$ cat src/design/bdpc_pkg.sv
// types and constants for the button debounce and press classifier
// used by every module of the block; depends on nothing
`default_nettype none
package bdpc_pkg;

	typedef enum logic [1:0] {
		FUNC_TICK = 2'd0,
		FUNC_EDGE = 2'd1,
		FUNC_READ = 2'd2
	} func_t;

	localparam logic [1:0] EV_NONE  = 2'd0;
	localparam logic [1:0] EV_CLICK = 2'd1;
	localparam logic [1:0] EV_LONG  = 2'd2;

	localparam logic REG_LONG_PRESS = 1'b0;
	localparam logic REG_STABLE     = 1'b1;

	localparam int          PIN_W       = 3;
	localparam int          MASK_W      = 3;
	localparam logic [15:0] LONG_RESET  = 16'd100;
	localparam logic [3:0]  STABLE_RESET = 4'd3;
	localparam logic [3:0]  MATCH_MAX   = 4'hF;
	localparam logic [15:0] HOLD_MAX    = 16'hFFFF;

	typedef struct packed {
		logic tick;
		logic arm;
		logic rd;
		logic pin;
	} lane_ctl_t;

	typedef struct packed {
		logic pressed_nxt;
		logic long_pend;
		logic click_pend;
	} lane_stat_t;

endpackage
`default_nettype wire

$ cat src/design/bdpc_lane.sv
// one button lane: debounce counter, hold timer and pending click/long flags
// depends on bdpc_pkg
`default_nettype none
module bdpc_lane (
	input  wire                    clk,
	input  wire                    arst_n,
	input  wire [15:0]             long_press_ticks,
	input  wire [3:0]              stable_count,
	input  bdpc_pkg::lane_ctl_t    ctl,
	output bdpc_pkg::lane_stat_t   stat
);
	import bdpc_pkg::*;

	logic        sampled_q, sampled_d;
	logic        stable_q, stable_d;
	logic [3:0]  match_q, match_d, match_inc;
	logic        armed_q, armed_d;
	logic [15:0] hold_q, hold_d;
	logic        click_q, click_d;
	logic        long_q, long_d;

	always_comb begin
		sampled_d = sampled_q;
		stable_d  = stable_q;
		match_d   = match_q;
		armed_d   = armed_q;
		hold_d    = hold_q;
		click_d   = click_q;
		long_d    = long_q;
		match_inc = (match_q == MATCH_MAX) ? match_q : match_q + 4'd1;
		if (ctl.tick) begin
			if (!armed_q) begin
				if (!stable_q) begin
					hold_d = (hold_q == HOLD_MAX) ? hold_q : hold_q + 16'd1;
					if (hold_d >= long_press_ticks)
						long_d = 1'b1;
				end
			end else if (ctl.pin != sampled_q) begin
				sampled_d = ctl.pin;
				match_d   = 4'd0;
			end else if (match_inc >= stable_count) begin
				match_d = 4'd0;
				armed_d = 1'b0;
				if (sampled_q != stable_q) begin
					stable_d = sampled_q;
					if (sampled_q && !stable_q && (hold_q < long_press_ticks))
						click_d = 1'b1;
					hold_d = 16'd0;
				end
			end else begin
				match_d = match_inc;
			end
		end else if (ctl.arm) begin
			armed_d = 1'b1;
		end else if (ctl.rd) begin
			if (long_q)
				long_d = 1'b0;
			else if (click_q)
				click_d = 1'b0;
		end
	end

	always_ff @(posedge clk or negedge arst_n) begin
		if (!arst_n) begin
			sampled_q <= 1'b1;
			stable_q  <= 1'b1;
			match_q   <= 4'd0;
			armed_q   <= 1'b0;
			hold_q    <= 16'd0;
			click_q   <= 1'b0;
			long_q    <= 1'b0;
		end else begin
			sampled_q <= sampled_d;
			stable_q  <= stable_d;
			match_q   <= match_d;
			armed_q   <= armed_d;
			hold_q    <= hold_d;
			click_q   <= click_d;
			long_q    <= long_d;
		end
	end

	assign stat.pressed_nxt = ~stable_d;
	assign stat.long_pend   = long_q;
	assign stat.click_pend  = click_q;

endmodule
`default_nettype wire

$ cat src/design/bdpc_merge.sv
// merging stage: builds the pressed mask and picks the read event of one lane
// depends on bdpc_pkg
`default_nettype none
module bdpc_merge #(
	parameter int NUM_BUTTONS = 3
) (
	input  bdpc_pkg::lane_stat_t   stat [NUM_BUTTONS],
	input  wire                    is_read,
	input  wire [1:0]              button,
	output logic [1:0]             event_res,
	output logic [2:0]             pressed_mask
);
	import bdpc_pkg::*;

	for (genvar g = 0; g < MASK_W; g++) begin : g_mask
		if (g < NUM_BUTTONS) begin : g_on
			assign pressed_mask[g] = stat[g].pressed_nxt;
		end else begin : g_off
			assign pressed_mask[g] = 1'b0;
		end
	end

	always_comb begin
		event_res = EV_NONE;
		for (int i = 0; i < NUM_BUTTONS; i++) begin
			if (is_read && (32'(button) == i)) begin
				if (stat[i].long_pend)
					event_res = EV_LONG;
				else if (stat[i].click_pend)
					event_res = EV_CLICK;
			end
		end
	end

endmodule
`default_nettype wire

$ cat src/design/button_debounce_press_classifier.sv
// button debounce and press classifier, top level
// depends on bdpc_pkg, bdpc_lane and bdpc_merge
//
// usage:
//   input channel (in_valid/in_ready) carries func, button and pin_levels.
//   func tick samples all pins, edge arms one button, read returns and
//   clears one button's pending flag (long press before click).
//   output channel (out_valid/out_ready) gives one beat per input beat:
//   event_res and pressed_mask taken after the item is applied.
//   the result is registered into the output register or skid entry.
//   throughput: one item per cycle while in_ready is high; all lanes
//   update in parallel on acceptance, a two-entry output stage holds
//   finished results. when the receiver stalls, one more item is taken
//   into the skid entry, then in_ready drops until the output drains.
//   config: cfg_we writes cfg_data into register cfg_index at once
//   (0 long_press_ticks, 1 stable_count); the user writes only while the
//   block is idle, which it does not enforce. reset: all buttons released
//   and disarmed, flags clear, registers at 100 and 3, output empty.
`default_nettype none
module button_debounce_press_classifier #(
	parameter int NUM_BUTTONS = 3
) (
	input  wire        clk,
	input  wire        arst_n,
	input  wire        in_valid,
	output logic       in_ready,
	input  wire [1:0]  func,
	input  wire [1:0]  button,
	input  wire [2:0]  pin_levels,
	output logic       out_valid,
	input  wire        out_ready,
	output logic [1:0] event_res,
	output logic [2:0] pressed_mask,
	input  wire        cfg_we,
	input  wire        cfg_index,
	input  wire [15:0] cfg_data
);
	import bdpc_pkg::*;

	logic [15:0] long_press_q;
	logic [3:0]  stable_cnt_q;
	logic        accept, pop;
	logic        is_tick, is_edge, is_read;
	logic [1:0]  ev_nxt;
	logic [2:0]  mask_nxt;
	logic        out_valid_q, skid_valid_q;
	logic [1:0]  out_ev_q, skid_ev_q;
	logic [2:0]  out_mask_q, skid_mask_q;
	lane_stat_t  stat [NUM_BUTTONS];

	always_ff @(posedge clk or negedge arst_n) begin
		if (!arst_n) begin
			long_press_q <= LONG_RESET;
			stable_cnt_q <= STABLE_RESET;
		end else if (cfg_we) begin
			case (cfg_index)
				REG_LONG_PRESS: long_press_q <= cfg_data;
				REG_STABLE:     stable_cnt_q <= cfg_data[3:0];
				default: ;
			endcase
		end
	end

	assign in_ready = ~skid_valid_q;
	assign accept   = in_valid & in_ready;
	assign pop      = out_valid_q & out_ready;

	always_comb begin
		is_tick = 1'b0;
		is_edge = 1'b0;
		is_read = 1'b0;
		case (func)
			FUNC_TICK: is_tick = accept;
			FUNC_EDGE: is_edge = accept;
			FUNC_READ: is_read = accept;
			default: ;
		endcase
	end

	for (genvar g = 0; g < NUM_BUTTONS; g++) begin : g_lane
		lane_ctl_t ctl;
		assign ctl.tick = is_tick;
		assign ctl.arm  = is_edge && (32'(button) == g);
		assign ctl.rd   = is_read && (32'(button) == g);
		if (g < PIN_W) begin : g_pin
			assign ctl.pin = pin_levels[g];
		end else begin : g_nopin
			assign ctl.pin = 1'b0;
		end
		bdpc_lane u_lane (
			.clk              (clk),
			.arst_n           (arst_n),
			.long_press_ticks (long_press_q),
			.stable_count     (stable_cnt_q),
			.ctl              (ctl),
			.stat             (stat[g])
		);
	end

	bdpc_merge #(
		.NUM_BUTTONS (NUM_BUTTONS)
	) u_merge (
		.stat         (stat),
		.is_read      (is_read),
		.button       (button),
		.event_res    (ev_nxt),
		.pressed_mask (mask_nxt)
	);

	// output register plus skid entry
	always_ff @(posedge clk or negedge arst_n) begin
		if (!arst_n) begin
			out_valid_q  <= 1'b0;
			skid_valid_q <= 1'b0;
		end else if (skid_valid_q) begin
			if (pop)
				skid_valid_q <= 1'b0;
		end else if (accept) begin
			if (!out_valid_q || pop)
				out_valid_q <= 1'b1;
			else
				skid_valid_q <= 1'b1;
		end else if (pop) begin
			out_valid_q <= 1'b0;
		end
	end

	always_ff @(posedge clk) begin
		if (skid_valid_q) begin
			if (pop) begin
				out_ev_q   <= skid_ev_q;
				out_mask_q <= skid_mask_q;
			end
		end else if (accept) begin
			if (!out_valid_q || pop) begin
				out_ev_q   <= ev_nxt;
				out_mask_q <= mask_nxt;
			end else begin
				skid_ev_q   <= ev_nxt;
				skid_mask_q <= mask_nxt;
			end
		end
	end

	assign out_valid    = out_valid_q;
	assign event_res    = out_ev_q;
	assign pressed_mask = out_mask_q;

	// skid entry is only ever filled behind a waiting output beat
	a_skid_behind_out: assert property (@(posedge clk) disable iff (!arst_n)
		skid_valid_q |-> out_valid_q)
		else $error("skid entry valid with empty output register");

	// draining the output with a skid beat waiting keeps output valid
	a_skid_drain: assert property (@(posedge clk) disable iff (!arst_n)
		(skid_valid_q && out_ready) |=> (out_valid_q && !skid_valid_q))
		else $error("skid beat lost on drain");

	// an accepted beat into an empty output shows up next cycle
	a_accept_shows: assert property (@(posedge clk) disable iff (!arst_n)
		(accept && !out_valid_q) |=> (out_valid_q && !skid_valid_q))
		else $error("accepted beat not presented");

endmodule
`default_nettype wire
$ cat config.mk
export PLATFORM = sky130hd
export DESIGN_NAME = button_debounce_press_classifier
export DESIGN_NICKNAME = d
export VERILOG_FILES = /design/src/design/bdpc_pkg.sv /design/src/design/bdpc_lane.sv /design/src/design/bdpc_merge.sv /design/src/design/button_debounce_press_classifier.sv
export SDC_FILE = /design/constraint.sdc
export NUM_CORES = 1
export LEC_CHECK = 0
export BUFFER_PORTS_ARGS = -buffer_cell sky130_fd_sc_hd__buf_2
export CORE_ASPECT_RATIO = 1.75
export CORE_MARGIN = 4
export CORE_UTILIZATION = 65
export CTS_CLUSTER_SIZE = 16
export DETAILED_ROUTE_END_ITERATION = 16
export GPL_TIMING_DRIVEN = 0
export PLACE_DENSITY = 0.83
export SYNTH_ARGS = -nofsm -noshare
export SYNTH_HDL_FRONTEND = slang
export SYNTH_SLANG_ARGS = --single-unit
$ cat constraint.sdc
create_clock -name clk -period 7.4 [get_ports clk]
set_input_delay 1.11 -clock clk [delete_from_list [all_inputs] [get_ports clk]]
set_output_delay 1.11 -clock clk [all_outputs]
set_load 0.01 [all_outputs]
==> key figures <==
Timing
  – Fin crit period: between 3 and 4 ns
  – Hold Vio Cnt, Final: 0
  – Rel. slew slack: between 30% and 40%
  – Finish-stage setup viols: 0
  – Worst Max-Slew Pin Slew: around 1.0 ns
  – Final setup TNS: 0 ns
  – RSZ-0062 raised after global routing: false
  – Max-slew violation count: 0
  – Fin crit share: ~50%
  – Fmax: 271 MHz
  – Skew final: about 0.0085 ns
  – Final critical-path setup slack: around 3.7 ns

GRT
  – GRT Total Usage: roughly a third
  – Vias in the first global route: 7,884
  – Met3 usage: under 10%
  – M1 GR Usage: a little over a third
  – Largest net degree at the start of global routing: 64
  – M2 GR Usage: 58.1%
  – First-pass GRT wire length: between 30,000 and 40,000 µm
  – Initial antenna violation count: 0
  – Global route total overflow: 0
  – Gr busiest metal: met2

Floorplanning
  – I/O pins: 36
  – Initial Util: approximately 67%
  – Row cnt: 55
  – Die Span X: between 90 and 100 µm
  – Die Ht: 160 µm
  – CORE AREA: 12,900 µm²
  – Die area: approximately 15,000 µm²

Routing
  – Routed WL per cell: 20.8 µm
  – Routed Antenna Nets: 0
  – Final wirelength: about 25,000 µm
  – Via count: between 8,000 and 9,000
  – # DRC: 0
  – Drt via density: 6.80
  – Initial DRT Pass Iterations: 5
  – Drt initial violations: 552

Clock network
  – CTS tree: built
  – Setup Fix Bufs, Post-CTS: 0
  – CTS clk-pin slew, worst paths: around 0.08 ns
  – Num CTS Buffers: 9
  – Cts repair resizes: 0
  – Longest Clk Path Bufs: 2
  – Clk Latency, worst-skew pair: 0.36 ns
  – CTS root buf: clkbuf_16
  – # clock sinks: between 100 and 150
  – Hold-fix buffers, CTS: 0
  – H-tree depth: 3

Worst hold path
  – WHS Path Cells: 1
  – Hold Path Origin: stable_cnt_q[3]$_DFFE_PN0P_
  – Worst Hold Endpoint: stable_cnt_q[3]$_DFFE_PN0P_
  – Type of the tightest min-delay check: reg -> reg

Flow run
  – Max-Cap Viols: 0

Critical path
  – CP max FO: 10
  – CP Capture Type: register
  – R2R Setup Slk: 3.71 ns
  – CP arrival: just under 4 ns
  – Reg2reg start: g_lane[2].u_lane.hold_q[7]$_DFFE_PN0P_
  – Setup crit start kind: register
  – Setup CP Type: reg -> reg
  – Path depth of the worst reg2reg path: 11
  – Reg-to-Reg End: g_lane[2].u_lane.long_q$_DFFE_PN0P_
  – WP data required: 7.60 ns

Synth
  – Synth Instances: between 900 and 1,000
  – EDFF count, synth: 10
  – Post-synthesis adder-cell area fraction: 16.6%
  – Warnings from Yosys: 0
  – Post-synthesis cell area: roughly 8600 µm²
  – FFs w/ async S/R, synth: 90.7%
  – Mux cell area share after synthesis: about 2.4%
  – Synth Area in Compound Gates: 22.1%
  – Area share of the largest cell type after synthesis: between 20% and 30%
  – Mean post-synth cell area: 8.89 µm²
  – Post-synthesis sequential area ratio: 31.8%
  – Yosys cell types: 74
  – Top cell type by total area after synthesis: dfrtp_1
  – Synth Area in XOR/XNOR: around 3.6%
  – Syn_nets: 1,112
  – Top cells by area, synth: dfrtp_1 25%, ha_1 17%, o21ai_0 3.9%
  – Largest family of logic cells by synthesized area: compound AO/OA/AOI/OAI gates
  – Post-synthesis sequential element count: 107
  – Fraction of the mapped netlist area in simple logic gates: about a fifth
  – Top FF cell, synth: dfrtp_1

Cells and area
  – # fillers: 1,073
  – Most frequent cells in the layout: 114 x ha_1, 86 x dfrtp_1, 85 x nand2_1
  – Layout cell share with drive strength beyond 1: approximately a tenth
  – Nets: between 1,000 and 1,500
  – Antenna diodes: 0
  – Layout area overhead: 8.06%
  – Commonest non-fill, non-tap cell in the layout: ha_1

Pwr
  – PD cells: 251 nW/µm²
  – Cell leakage power: 4.05 nW
  – Worst VDD drop: ~0.13 mV

Placement
  – Post-Place Worst Slack: around 3.8 ns
  – DP Wirelength: roughly 19,000 µm
  – IO buf count: 33
  – GP Congestion: between 0.9 and 1

Outcome
  – Status: finished clean
## synthesized netlist by cell type (19+ instances only)
master and instances:
inv_1 41, a21oi_1 66, clkbuf_1 28, nand3_1 36
nor3_1 21, nand2_1 85, dfrtp_1 86, xnor2_1 23
o21ai_0 67, ha_1 114, nand4_1 19, a31oi_1 23
nor2_1 69
## flip-flops by register name (all words and copies together) (netlist names)
name / flops
g_lane.u_lane.armed_q: 3
skid_valid_q: 1
g_lane.u_lane.sampled_q: 3
skid_mask_q: 3
out_valid: 1
g_lane.u_lane.match_q: 12
g_lane.u_lane.hold_q: 48
stable_cnt_q: 4
g_lane.u_lane.click_q: 3
skid_ev_q: 2
event_res: 2
g_lane.u_lane.stable_q: 3
pressed_mask: 3
g_lane.u_lane.long_q: 3
long_press_q: 16
## metrics by stage
step	hold WS [ns]	utilization (%)	area (µm²)	std cells	total power, mW
after floorplan	0.471	-	8610	969	1.53
after global placement	0.488	69.5	8990	1173	1.79
after detailed placement	0.499	69.7	9020	1174	1.83
after CTS	0.515	71.9	9310	1190	2.32
after global routing	0.543	71.9	9310	1190	2.49
final	0.520	71.9	9310	1190	2.33
## kinds of logic after synthesis
group,after synthesis
DFF,107
muxes,19
and+or+nand+nor,335
AOI/OAI and AO/OA,287
xor gates and xnor gates,35
buffers and inverters,72
adders and majority gates,114
## area by class of cell
cell class	instances	area, µm²	share of cell area, %
well taps	171	214	2.30
inverters	42	158	1.69
multi-input cells	790	5580	60.0
plain buffers	30	128	1.37
clock buffers	9	225	2.42
clock inverters	7	60.1	0.645
flip-flops and latches	107	2740	29.5
repair buffers	34	195	2.10
## worst max path at each step
stage / endpoint / slack, ns / from / cells after the start
4_1_cts: g_lane[2].u_lane.long_q$_DFFE_PN0P_ / 3.74 / g_lane[2].u_lane.hold_q[7]$_DFFE_PN0P_ / 11
6_report: g_lane[2].u_lane.long_q$_DFFE_PN0P_ / 3.71 / g_lane[2].u_lane.hold_q[7]$_DFFE_PN0P_ / 11
2_1_floorplan: g_lane[0].u_lane.hold_q[0]$_DFFE_PN0P_ / 4.36 / func[1] / 6
3_3_place_gp: g_lane[2].u_lane.long_q$_DFFE_PN0P_ / 3.85 / g_lane[2].u_lane.hold_q[7]$_DFFE_PN0P_ / 11
3_5_place_dp: g_lane[2].u_lane.long_q$_DFFE_PN0P_ / 3.77 / g_lane[2].u_lane.hold_q[7]$_DFFE_PN0P_ / 11
5_1_grt: g_lane[2].u_lane.long_q$_DFFE_PN0P_ / 3.42 / g_lane[2].u_lane.hold_q[7]$_DFFE_PN0P_ / 11
## worst max-delay path, cell delays in order, from the launching register on
cell and delay [ns]:
dfrtp_1 0.37, clkbuf_1 0.35, nand4_1 0.41, nor4_1 0.65, and3_1 0.32, nand3_1 0.10
o21a_1 0.13, ha_1 0.32, a2111oi_0 0.59, nand2_1 0.11, o221ai_1 0.10, a41oi_1 0.06
## layer usage
layer / vias up / share of wire [%]
met5: - / 0
met1: 3836 / 37
li1: 3778 / -
met3: 106 / 6.2
met4: 0 / 5.3
met2: 370 / 52
## power by group
| part | total, mW | switching [mW] | internal, mW |
|---|---|---|---|
| clock network | 0.486 | 0.251 | 0.235 |
| registers | 0.850 | 0.132 | 0.718 |
| logic | 0.998 | 0.604 | 0.395 |
(Power assumes the default switching activity.)
